## config.mk

```make
export PLATFORM = sky130hd
export DESIGN_NAME = binhex_hqx_stream_decoder_flat
export DESIGN_NICKNAME = d
export VERILOG_FILES = /design/src/design/bhq_pkg.sv /design/src/design/bhq_if.sv /design/src/design/binhex_hqx_stream_decoder.sv /design/src/flat_wrapper.sv
export SDC_FILE = /design/constraint.sdc
export NUM_CORES = 1
export LEC_CHECK = 0
export BUFFER_PORTS_ARGS = -buffer_cell sky130_fd_sc_hd__buf_4
export CELL_PAD_IN_SITES_DETAIL_PLACEMENT = 1
export CELL_PAD_IN_SITES_GLOBAL_PLACEMENT = 2
export CORE_AREA = 2 2 123 125
export DETAILED_ROUTE_END_ITERATION = 10
export DIE_AREA = 0 0 125 127
export GPL_ROUTABILITY_DRIVEN = 0
export PLACE_DENSITY_LB_ADDON = 0.1
export SYNTH_ARGS = -nofsm -noshare
export SYNTH_HDL_FRONTEND = slang
export SYNTH_SLANG_ARGS = --single-unit
```

## constraint.sdc

```tcl
create_clock -name clk -period 7.1 [get_ports clk]
set_input_delay 0.355 -clock clk [delete_from_list [all_inputs] [get_ports clk]]
set_output_delay 0.355 -clock clk [all_outputs]
set_load 0.02 [all_outputs]
```

## src/design/bhq_pkg.sv

```systemverilog
// shared types, constants and the symbol lookup for the hqx stream decoder
`default_nettype none

package bhq_pkg;

  localparam logic [7:0] RLE_MARK = 8'h90;
  localparam logic [7:0] END_CHAR = 8'h3A;
  localparam logic [7:0] CH_SPACE = 8'h20;
  localparam logic [7:0] CH_TAB   = 8'h09;
  localparam logic [7:0] CH_CR    = 8'h0D;
  localparam logic [7:0] CH_LF    = 8'h0A;

  typedef enum logic [2:0] {
    ST_DATA     = 3'd0,
    ST_END      = 3'd1,
    ST_BADCHAR  = 3'd2,
    ST_TRUNCRUN = 3'd3,
    ST_NOPREV   = 3'd4
  } status_t;

  typedef struct packed {
    logic       ok;
    logic [5:0] digit;
  } sym_t;

  // alphabet runs as contiguous character ranges, each mapped to a digit range
  function automatic sym_t sym_lookup(input logic [7:0] ch);
    sym_t r;
    r.ok    = 1'b1;
    r.digit = '0;
    priority if (ch >= 8'h21 && ch <= 8'h2D) begin
      r.digit = 6'(ch - 8'h21);
    end else if (ch >= 8'h30 && ch <= 8'h36) begin
      r.digit = 6'(ch - 8'h30 + 8'd13);
    end else if (ch == 8'h38 || ch == 8'h39) begin
      r.digit = 6'(ch - 8'h38 + 8'd20);
    end else if (ch >= 8'h40 && ch <= 8'h4E) begin
      r.digit = 6'(ch - 8'h40 + 8'd22);
    end else if (ch >= 8'h50 && ch <= 8'h56) begin
      r.digit = 6'(ch - 8'h50 + 8'd37);
    end else if (ch >= 8'h58 && ch <= 8'h5B) begin
      r.digit = 6'(ch - 8'h58 + 8'd44);
    end else if (ch >= 8'h60 && ch <= 8'h66) begin
      r.digit = 6'(ch - 8'h60 + 8'd48);
    end else if (ch >= 8'h68 && ch <= 8'h6D) begin
      r.digit = 6'(ch - 8'h68 + 8'd55);
    end else if (ch >= 8'h70 && ch <= 8'h72) begin
      r.digit = 6'(ch - 8'h70 + 8'd61);
    end else begin
      r.ok = 1'b0;
    end
    return r;
  endfunction

endpackage

`default_nettype wire

```

## src/design/bhq_if.sv

```systemverilog
// valid/ready channel interfaces for encoded characters and decoded results
`default_nettype none

interface bhq_in_if;
  logic       valid;
  logic       ready;
  logic [7:0] text_char;

  modport source (output valid, output text_char, input ready);
  modport sink   (input valid, input text_char, output ready);
endinterface

interface bhq_out_if;
  logic       valid;
  logic       ready;
  logic [7:0] out_byte;
  logic [7:0] repeat_count;
  logic [2:0] status;

  modport source (output valid, output out_byte, output repeat_count, output status,
                  input ready);
  modport sink   (input valid, input out_byte, input repeat_count, input status,
                  output ready);
endinterface

`default_nettype wire

```

## src/design/binhex_hqx_stream_decoder.sv

```systemverilog
// top level: hqx text to bytes with rle90 run expansion
// Takes one encoded character per transfer and returns at most one result per
// character: a byte with its repeat count, or a status for the closing colon
// or an error, after which the decoder is back in its reset state. Characters
// pass through an input register and the decode logic into a result register,
// so one character is taken every cycle while the output side keeps up.
// Whitespace and characters that only fill bits never wait on the output
// side.
`default_nettype none

module binhex_hqx_stream_decoder (
  input  wire          clk,
  input  wire          rst_n,
  bhq_in_if.sink       in_ch,
  bhq_out_if.source    out_ch
);

  // input register
  logic       in_v_r;
  logic [7:0] in_char_r;

  // decoder state
  logic [5:0] left_bits_r, left_bits_nxt;
  logic [2:0] left_cnt_r, left_cnt_nxt;
  logic [7:0] prev_byte_r, prev_byte_nxt;
  logic       have_prev_r, have_prev_nxt;
  logic       run_pend_r, run_pend_nxt;

  // result register
  logic       out_v_r;
  logic [7:0] out_byte_r;
  logic [7:0] out_cnt_r;
  logic [2:0] out_st_r;

  logic          res_v;
  logic [7:0]    res_byte;
  logic [7:0]    res_cnt;
  bhq_pkg::status_t res_st;

  bhq_pkg::sym_t sym;
  logic [11:0]   acc;
  logic [3:0]    cnt_sum;
  logic [2:0]    sh;
  logic [7:0]    pbyte;
  logic          adv;

  always_comb begin
    sym     = bhq_pkg::sym_lookup(in_char_r);
    acc     = {left_bits_r, sym.digit};
    cnt_sum = {1'b0, left_cnt_r} + 4'd6;
    sh      = 3'(cnt_sum - 4'd8);
    pbyte   = 8'(acc >> sh);

    res_v         = 1'b0;
    res_byte      = '0;
    res_cnt       = '0;
    res_st        = bhq_pkg::ST_DATA;
    left_bits_nxt = left_bits_r;
    left_cnt_nxt  = left_cnt_r;
    prev_byte_nxt = prev_byte_r;
    have_prev_nxt = have_prev_r;
    run_pend_nxt  = run_pend_r;

    priority if (in_char_r == bhq_pkg::END_CHAR) begin
      res_v  = 1'b1;
      res_st = run_pend_r ? bhq_pkg::ST_TRUNCRUN : bhq_pkg::ST_END;
      left_bits_nxt = '0;
      left_cnt_nxt  = '0;
      prev_byte_nxt = '0;
      have_prev_nxt = 1'b0;
      run_pend_nxt  = 1'b0;
    end else if (in_char_r == bhq_pkg::CH_SPACE || in_char_r == bhq_pkg::CH_TAB ||
                 in_char_r == bhq_pkg::CH_CR || in_char_r == bhq_pkg::CH_LF) begin
      res_v = 1'b0;
    end else if (!sym.ok) begin
      res_v  = 1'b1;
      res_st = bhq_pkg::ST_BADCHAR;
      left_bits_nxt = '0;
      left_cnt_nxt  = '0;
      prev_byte_nxt = '0;
      have_prev_nxt = 1'b0;
      run_pend_nxt  = 1'b0;
    end else if (cnt_sum < 4'd8) begin
      left_bits_nxt = sym.digit;
      left_cnt_nxt  = 3'(cnt_sum);
    end else begin
      left_bits_nxt = 6'(acc & ((12'd1 << sh) - 12'd1));
      left_cnt_nxt  = sh;
      if (run_pend_r) begin
        run_pend_nxt = 1'b0;
        priority if (pbyte == 8'd0) begin
          // escaped marker
          res_v         = 1'b1;
          res_byte      = bhq_pkg::RLE_MARK;
          res_cnt       = 8'd1;
          prev_byte_nxt = bhq_pkg::RLE_MARK;
          have_prev_nxt = 1'b1;
        end else if (!have_prev_r) begin
          res_v  = 1'b1;
          res_st = bhq_pkg::ST_NOPREV;
          left_bits_nxt = '0;
          left_cnt_nxt  = '0;
          prev_byte_nxt = '0;
          have_prev_nxt = 1'b0;
        end else if (pbyte != 8'd1) begin
          res_v    = 1'b1;
          res_byte = prev_byte_r;
          res_cnt  = pbyte - 8'd1;
        end else begin
          res_v = 1'b0;
        end
      end else if (pbyte == bhq_pkg::RLE_MARK) begin
        run_pend_nxt = 1'b1;
      end else begin
        res_v         = 1'b1;
        res_byte      = pbyte;
        res_cnt       = 8'd1;
        prev_byte_nxt = pbyte;
        have_prev_nxt = 1'b1;
      end
    end
  end

  // the held character moves on unless it has a result and the result slot is blocked
  assign adv         = in_v_r && (!res_v || !out_v_r || out_ch.ready);
  assign in_ch.ready = !in_v_r || adv;

  always_ff @(posedge clk) begin
    if (!rst_n) begin
      in_v_r      <= 1'b0;
      left_bits_r <= '0;
      left_cnt_r  <= '0;
      prev_byte_r <= '0;
      have_prev_r <= 1'b0;
      run_pend_r  <= 1'b0;
      out_v_r     <= 1'b0;
    end else begin
      if (in_ch.valid && in_ch.ready) begin
        in_v_r <= 1'b1;
      end else if (adv) begin
        in_v_r <= 1'b0;
      end
      if (adv) begin
        left_bits_r <= left_bits_nxt;
        left_cnt_r  <= left_cnt_nxt;
        prev_byte_r <= prev_byte_nxt;
        have_prev_r <= have_prev_nxt;
        run_pend_r  <= run_pend_nxt;
      end
      if (adv && res_v) begin
        out_v_r <= 1'b1;
      end else if (out_ch.ready) begin
        out_v_r <= 1'b0;
      end
    end
  end

  always_ff @(posedge clk) begin
    if (in_ch.valid && in_ch.ready) begin
      in_char_r <= in_ch.text_char;
    end
    if (adv && res_v) begin
      out_byte_r <= res_byte;
      out_cnt_r  <= res_cnt;
      out_st_r   <= res_st;
    end
  end

  assign out_ch.valid        = out_v_r;
  assign out_ch.out_byte     = out_byte_r;
  assign out_ch.repeat_count = out_cnt_r;
  assign out_ch.status       = out_st_r;

endmodule

`default_nettype wire

```

## src/flat_wrapper.sv

```systemverilog
// flat-port wrapper written by rule: the top's interface ports become plain ports
module binhex_hqx_stream_decoder_flat 
  (clk, rst_n, in_ch_valid, in_ch_text_char, in_ch_ready, out_ch_valid, out_ch_out_byte, out_ch_repeat_count, out_ch_status, out_ch_ready);
  bhq_in_if in_ch_i ();
  bhq_out_if out_ch_i ();
  input  wire clk;
  input  wire rst_n;
  input wire logic [$bits(in_ch_i.valid)-1:0] in_ch_valid;
  input wire logic [$bits(in_ch_i.text_char)-1:0] in_ch_text_char;
  output wire logic [$bits(in_ch_i.ready)-1:0] in_ch_ready;
  output wire logic [$bits(out_ch_i.valid)-1:0] out_ch_valid;
  output wire logic [$bits(out_ch_i.out_byte)-1:0] out_ch_out_byte;
  output wire logic [$bits(out_ch_i.repeat_count)-1:0] out_ch_repeat_count;
  output wire logic [$bits(out_ch_i.status)-1:0] out_ch_status;
  input wire logic [$bits(out_ch_i.ready)-1:0] out_ch_ready;
  assign in_ch_i.valid = in_ch_valid;
  assign in_ch_i.text_char = in_ch_text_char;
  assign in_ch_ready = in_ch_i.ready;
  assign out_ch_valid = out_ch_i.valid;
  assign out_ch_out_byte = out_ch_i.out_byte;
  assign out_ch_repeat_count = out_ch_i.repeat_count;
  assign out_ch_status = out_ch_i.status;
  assign out_ch_i.ready = out_ch_ready;
  binhex_hqx_stream_decoder u_core (.clk(clk), .rst_n(rst_n), .in_ch(in_ch_i), .out_ch(out_ch_i));
endmodule
```

==> results.toml, run 1 <==
[global_routing]
grt_start_max_net_pins = 23
antenna_found_initial = 0
grt_pass1_vias = 4048
grt_pass1_wl_mm = 23.1
grt_overflow = 0
gr-usage-all-layers = 0.185

[sta]
relSlewSlack = 0.469
hold_ws_ns = 0.231
worstMarginPinSlew_ns = 0.796
fin_crit_ns = 5.97
rsz0062_at_grt = "no"
fin_worst_skew_ns = 0.0124
fin_setup_tns_ns = 0
timing.fmax_mhz = 168
maxSlewViolCount = 0
setup_violations = 0
finalCritPeriodShare = 0.840
hold_violations = 0

[run]
maxCapViolCount = 0

[die]
core_um2 = 14400
die_h_um = 127
num_io_pins = 33
die-area_um2 = 15900
num_rows = 44
die_w_um = 125
start_util = 0.299

[setup_path]
cp_cell_sequence = "inv_1 -> ha_1 -> and3_1 -> a311o_1 -> a22oi_4 -> a221oi_1 -> o2111ai_1 -> nand3_1 -> nor2b_1 -> mux4_2 -> ha_1 -> nand2b_1 -> nor4_4 -> a211oi_4 -> a21bo_2 -> a31oi_2 -> buf_4"
crit_path_max_incr_delay_ns = 0.87
cp_slowest_cell = "edfxtp_1"
arrival_ns = 5.94
worstPathRequired_ns = 7.08
r2r_setup_slack_ns = 1.13
cp.buffers_inverters = 2
cp-start-kind = "flop"
cp_top_family = "compound AO/OA/AOI/OAI gates"
crit_type = "flop to flop"
cp_max_fo = 19
critPathCaptureType = "flop"
path_common_cell = "ha_1"

[detailed_routing]
dr.pass1.iters = 4
wl_per_cell_um = 21.1
drt-initial-drc-count = 286
post-route-drc-count = 0
route.vias.total = 3876
via_per_inst = 5.67
drt_wl_total_mm = 14.4
postRouteAntennaNets = 0

[finish]
layout-drive-gt1-share = 0.166
antenna-diode-count = 0
utilization = 0.333
syn_to_final_growth_pct = 11.5
nNetsFinal = 535

[synth]
ys_types = 91
synth.avg_cell_area_um2 = 8.95
yosysTopAreaCell = "edfxtp_1"
synth-adder-area-share = 0.0726
yosysWarningCount = 0
ys_ff_latch = 47
synth_compound_area_frac = 0.271
synth_area_um2 = 4310
syn_nets = 518
yosysSeqAreaShare = 0.281
synthCells = 481
synth_top_area_frac = 0.188
synth_mux_area_frac = 0.0732
synth_xor_area_frac = 0.0447
yosys.area_share.simple = 0.206
synth_edf_count = 27
ys.flop_type = "edfxtp_1"
yosys-top-cells-area = "edfxtp_1 19%, dfxtp_1 9.3%, ha_1 7.3%"
async_flop_share = 0
synth_top_family_by_area = "compound AO/OA/AOI/OAI gates"

[clocking]
cts_made_buffers = 5
cts_setup_buffers = 0
ctsHtreeMaxLevel = 2
clockRootBuffer = "clkbuf_16"
clkLatencyLatePin_ns = 0.30
clock_path_buffers = 2
cts_tree = "done"
cts_resized = 0
clk_pin_slew_worst_paths_ns = 0.06
cts_hold_buf = 0
cts.sinks = 47

[placement]
dp_hpwl_mm = 11.2
port_buffers = 32

[power_and_ir_drop]
power.density_nw_per_um2 = 187
leakage_nw = 1.84
max-vdd-ir-drop_mv = 0.0860

[outcome]
status = "finished clean"

[hold_path]
hold_class = "primary input to flop"
## logic make-up after synthesis
logic type / after synthesis
and+or+nand+nor: 172
DFF: 47
xor gates and xnor gates: 22
AOI/OAI and AO/OA: 144
muxes: 27
buffers and inverters: 44
adders and majority gates: 25
## area by class of cell
type | count | area, µm²
flip-flops and latches | 47 | 1210
multi-input cells | 390 | 2880
well taps | 184 | 230
repair buffers | 36 | 270
clock buffers | 6 | 129
fillers | 1703 | 9620
inverters | 18 | 67.6
clock inverters | 2 | 12.5
## flip-flops by register name (all words and copies together) (netlist names)
register                    cells
u_core.out_ch.repeat_count      8
u_core.out_ch.valid             1
u_core.left_bits_r              6
u_core.have_prev_r              1
u_core.run_pend_r               1
u_core.prev_byte_r              8
u_core.in_char_r                8
u_core.in_v_r                   1
u_core.left_cnt_r               2
u_core.out_ch.status            3
u_core.out_ch.out_byte          8
## worst reg2reg max path: cells and delay by family (launching register included)
kind	cells	cell delay (ns)
flip-flops	1	0.87
buffers and inverters	2	0.72
multiplexers	1	0.57
AND/OR/NAND/NOR	5	0.83
AO/OA/AOI/OAI	7	1.94
adder cells (fa/ha/maj)	2	0.71
## layout by cell type, fill, tap and decap left out, types with 6 or more instances in the layout
| master | instances |
|---|---|
| nor2b_1 | 8 |
| nand3_1 | 9 |
| ha_1 | 25 |
| edfxtp_1 | 27 |
| nor2_1 | 40 |
| mux2i_1 | 18 |
| a21o_1 | 7 |
| a22o_1 | 7 |
| and2_1 | 7 |
| xnor2_1 | 17 |
| a21oi_1 | 26 |
| buf_4 | 36 |
| dfxtp_1 | 20 |
| nor3_1 | 12 |
| and3_1 | 6 |
| inv_1 | 16 |
| o21ai_0 | 22 |
| nand2_1 | 54 |
## through the flow
stage          cells  cell area (µm²)  setup slack (ns)  power [mW]
2_1_floorplan    481             4310              1.86       0.580
3_3_place_gp     675             4660              1.25       0.669
3_5_place_dp     675             4660              1.20       0.666
4_1_cts          683             4800              1.15       0.903
5_1_grt          683             4800             0.745       0.955
6_report         683             4800              1.13       0.896
## routing by layer
layer  share of wire  routed length (µm)  global-route usage  vias up
li1                -                   -                   -     1828
met1            0.50                7260               0.275     1938
met2            0.44                6420               0.283       90
met3           0.036                 521              0.0251       20
met4           0.016                 235              0.0458        0
met5               0                   0                   0        -
## synthesized netlist by cell type, drive strengths merged, types with 4 or more instances
master / number
a21o: 7
or2: 6
nand4: 5
nor2b: 8
buf: 18
o21bai: 4
o211ai: 5
a311o: 4
nand2: 54
o21ai: 24
a211o: 4
inv: 18
a21boi: 4
a31oi: 6
a21oi: 27
nand3: 9
a221oi: 5
mux2: 6
a22o: 7
a311oi: 5
dfxtp: 20
edfxtp: 27
nor3: 12
a211oi: 6
xnor2: 17
and3: 7
nor2: 41
o21a: 6
clkbuf: 8
and2: 9
ha: 25
mux2i: 18
xor2: 5
## where the power goes
group	internal, mW	leakage (nW)	total, mW	switching, mW
Clock	0.130	0.0669	0.233	0.103
Combinational	0.129	1.35	0.341	0.212
Sequential	0.304	0.423	0.322	0.0187
## path summary, 6_finish.rpt
path	from	end	depth (start not counted)
worst min register to register	u_core.left_cnt_r[2]$_SDFFE_PN0P_	u_core.left_cnt_r[2]$_SDFFE_PN0P_	2
worst max register to register	u_core.in_char_r[4]$_DFFE_PP_	u_core.out_ch.out_byte[3]$_SDFFCE_PP0P_	17
worst min-delay path	in_ch_text_char[3]	u_core.in_char_r[3]$_DFFE_PP_	1
worst max-delay path	u_core.in_char_r[4]$_DFFE_PP_	u_core.out_ch.out_byte[3]$_SDFFCE_PP0P_	17
Power figures use the tool's default switching activity.
==> run 2, diff against run 1 <==
- ABC_AREA: not set -> 1
- CORE_AREA: 2 2 123 125 -> 2 2 124 126
- DIE_AREA: 0 0 125 127 -> 0 0 126 128
- clock period: 7.1 -> 6 ns (I/O delays scaled with it)
==> run 2 against run 1 <==
Compared with the run above:
- synthesized area grew 0.49%
- largest cell class unchanged
- critical path depth grew 5
- utilization shrank 0.58 points
- clock-buffer cell count is the same
- clock power grew 21%
- final cell count grew 26%
- die area grew 1.6%
- maximum frequency grew 12%
- combinational power grew 11%
==> results.toml, run 2 <==
[outcome]
status = "finished clean"

[synth]
synth_edf_count = 27
yosysTopAreaCell = "edfxtp_1"
yosysSeqAreaShare = 0.280
ys_types = 43
synth.most_common_cell = "nand2_1"
ys.flop_type = "edfxtp_1"
synth_top_area_frac = 0.187
syn_nets = 683
synthCells = 646
synthTopCellsByCount = "174 x nand2_1, 70 x inv_1, 67 x nand3_1, 60 x nor2_1, 27 x edfxtp_1"
yosys-top-cells-area = "edfxtp_1 19%, nand2_1 15%, dfxtp_1 9.3%"
ys_ff_latch = 47
synth.avg_cell_area_um2 = 6.70
synth_area_um2 = 4330
yosysWarningCount = 0
async_flop_share = 0

[sta]
fin_worst_skew_ns = 0.0104
relSlewSlack = 0.245
finalCritPeriodShare = 0.885
rsz0062_at_grt = "no"
hold_violations = 0
maxSlewViolCount = 0
setup_ws_ns = 0.690
setup_violations = 0
worstMarginPinSlew_ns = 1.13
timing.fmax_mhz = 188
hold_ws_ns = 0.182
fin_setup_tns_ns = 0
fin_crit_ns = 5.31

[setup_path]
arrival_ns = 5.23
worstRegToRegCells = 22
worstPathRequired_ns = 5.92
cp_cell_sequence = "inv_1 -> ha_1 -> nand2_1 -> nand4_1 -> nand3_1 -> inv_1 -> nor2_1 -> inv_1 -> a21oi_1 -> o21ai_0 -> a21oi_1 -> o21ai_0 -> o21ai_0 -> inv_1 -> ha_1 -> nand3_2 -> nand4_4 -> nand2_2 -> nand3_2 -> inv_2 -> nand2_1 -> inv_1"
crit_type = "flop to flop"
crit_path_max_incr_delay_ns = 0.69
cp_max_fo = 19
r2r_end = "u_core.out_ch.repeat_count[7]$_SDFFCE_PP0P_"
critPathCaptureType = "flop"
path_common_cell = "inv_1"
cp_slowest_cell = "edfxtp_1"
r2r_setup_slack_ns = 0.69
cp-start-kind = "flop"
r2r-start = "u_core.in_char_r[2]$_DFFE_PP_"

[clocking]
cts_setup_buffers = 0
ctsHtreeMaxLevel = 2
cts_resized = 0
cts_tree = "done"
cts_hold_buf = 0
clockRootBuffer = "clkbuf_16"
clkLatencyLatePin_ns = 0.29
clk_pin_slew_worst_paths_ns = 0.07
cts.sinks = 47
clock_path_buffers = 2
cts_made_buffers = 5

[power_and_ir_drop]
p_int_uw = 636
sequentialPowerShare = 0.368
combPwrFrac = 0.363
power.total_mw = 1.04
max-vdd-ir-drop_mv = 0.0955
swShare = 0.391
p_switching_uw = 408
leakage_nw = 2.27
clockPowerShare = 0.269
power.density_nw_per_um2 = 215

[finish]
utilization = 0.327
mostFrequentLayoutCells = "174 x nand2_1, 70 x inv_1, 67 x nand3_1, 60 x nor2_1, 33 x buf_4"
multi_input_area_um2 = 2680
nNetsFinal = 706
postLayoutCellArea_um2 = 4860
fin_cells = 858
seqCellArea_um2 = 1210
fill_cells = 1920
syn_to_final_growth_pct = 12.3
antenna-diode-count = 0
layout-drive-gt1-share = 0.163
final_common_cell = "nand2_1"

[detailed_routing]
postRouteAntennaNets = 0
dr.pass1.iters = 4
via_per_inst = 4.97
drt-initial-drc-count = 258
wl_per_cell_um = 17.2
drt_wl_total_mm = 14.8
post-route-drc-count = 0
route.vias.total = 4266

[placement]
place_inst = 850
port_buffers = 32
pre_cts_slack_ns = 0.675
place_area_um2 = 4720
dp_hpwl_mm = 11.9

[hold_path]
hold_class = "primary input to flop"
min_path_cells = 1
worst_hold_path.endpoint = "u_core.in_char_r[7]$_DFFE_PP_"
min_from = "in_ch_text_char[7]"

[die]
start_util = 0.291
die_h_um = 128
num_io_pins = 33
die-area_um2 = 16100
die_w_um = 126
core_um2 = 14900
num_rows = 45

[global_routing]
grt_overflow = 0
grt_pass1_vias = 4434
antenna_found_initial = 0
grt_pass1_wl_mm = 23.9
gr-usage-all-layers = 0.187
grt_start_max_net_pins = 20

[run]
maxCapViolCount = 0
run 2: cell count changes after synthesis, sizes merged, moves of 8 or more:
cell	previous run	this run
nor2b	8	0
inv	18	86
nand2	54	193
nand3	9	76
mux2i	18	0
nand4	5	18
and2	9	0
xnor2	17	2
o21ai	24	34
nor2	41	69
run 2: cell families after synthesis:
group,synth area share
AOI/OAI and AO/OA,0.114
and+or+nand+nor,0.411
buffers and inverters,0.100
DFF,0.280
xor gates and xnor gates,0.0223
adders and majority gates,0.0723
run 2: final cells by class:
cell class / instances / area share
sequential: 47 / 0.249
inverter: 90 / 0.0698
multi-input combinational: 492 / 0.552
tap: 188 / 0.0484
clock buffer: 6 / 0.0265
timing repair buffer: 33 / 0.0510
clock inverter: 2 / 0.00309
run 2: power by group through the flow:
stage / Sequential [mW] / Combinational (mW) / Clock (mW)
4_1_cts: 0.385 / 0.381 / 0.292
6_report: 0.385 / 0.379 / 0.281
5_1_grt: 0.388 / 0.429 / 0.306
3_3_place_gp: 0.392 / 0.377 / 0
2_1_floorplan: 0.389 / 0.275 / 0
3_5_place_dp: 0.392 / 0.377 / 0
run 2: worst max-delay path by stage:
stage | slack (ns) | endpoint | depth (start not counted) | startpoint
after floorplan | 1.91 | u_core.in_char_r[0]$_DFFE_PP_ | 27 | u_core.in_char_r[2]$_DFFE_PP_
after global placement | 0.82 | u_core.out_ch.repeat_count[5]$_SDFFCE_PP0P_ | 24 | u_core.in_char_r[2]$_DFFE_PP_
after detailed placement | 0.68 | u_core.out_ch.repeat_count[7]$_SDFFCE_PP0P_ | 22 | u_core.in_char_r[2]$_DFFE_PP_
after CTS | 0.66 | u_core.out_ch.repeat_count[7]$_SDFFCE_PP0P_ | 22 | u_core.in_char_r[2]$_DFFE_PP_
after global routing | 0.02 | u_core.out_ch.repeat_count[7]$_SDFFCE_PP0P_ | 22 | u_core.in_char_r[2]$_DFFE_PP_
final | 0.69 | u_core.out_ch.repeat_count[7]$_SDFFCE_PP0P_ | 22 | u_core.in_char_r[2]$_DFFE_PP_
run 2: routing by layer:
| metal | wire length [µm] | part of all wire | up-vias | GRT usage |
|---|---|---|---|---|
| met4 | 111 | 0.0075 | 0 | 0.0323 |
| met1 | 7820 | 0.53 | 2039 | 0.282 |
| met2 | 6300 | 0.43 | 62 | 0.287 |
| li1 | - | - | 2156 | - |
| met5 | 0 | 0 | - | 0 |
| met3 | 532 | 0.036 | 9 | 0.0267 |
run 2: worst max-delay path: cells and delay by family, from the launching register on:
kind            cells  cell delay [ns]
simple gates        9             1.29
compound gates      5             0.76
buf+inv             6             1.51
flops               1             0.69
fa+ha+maj           2             0.70
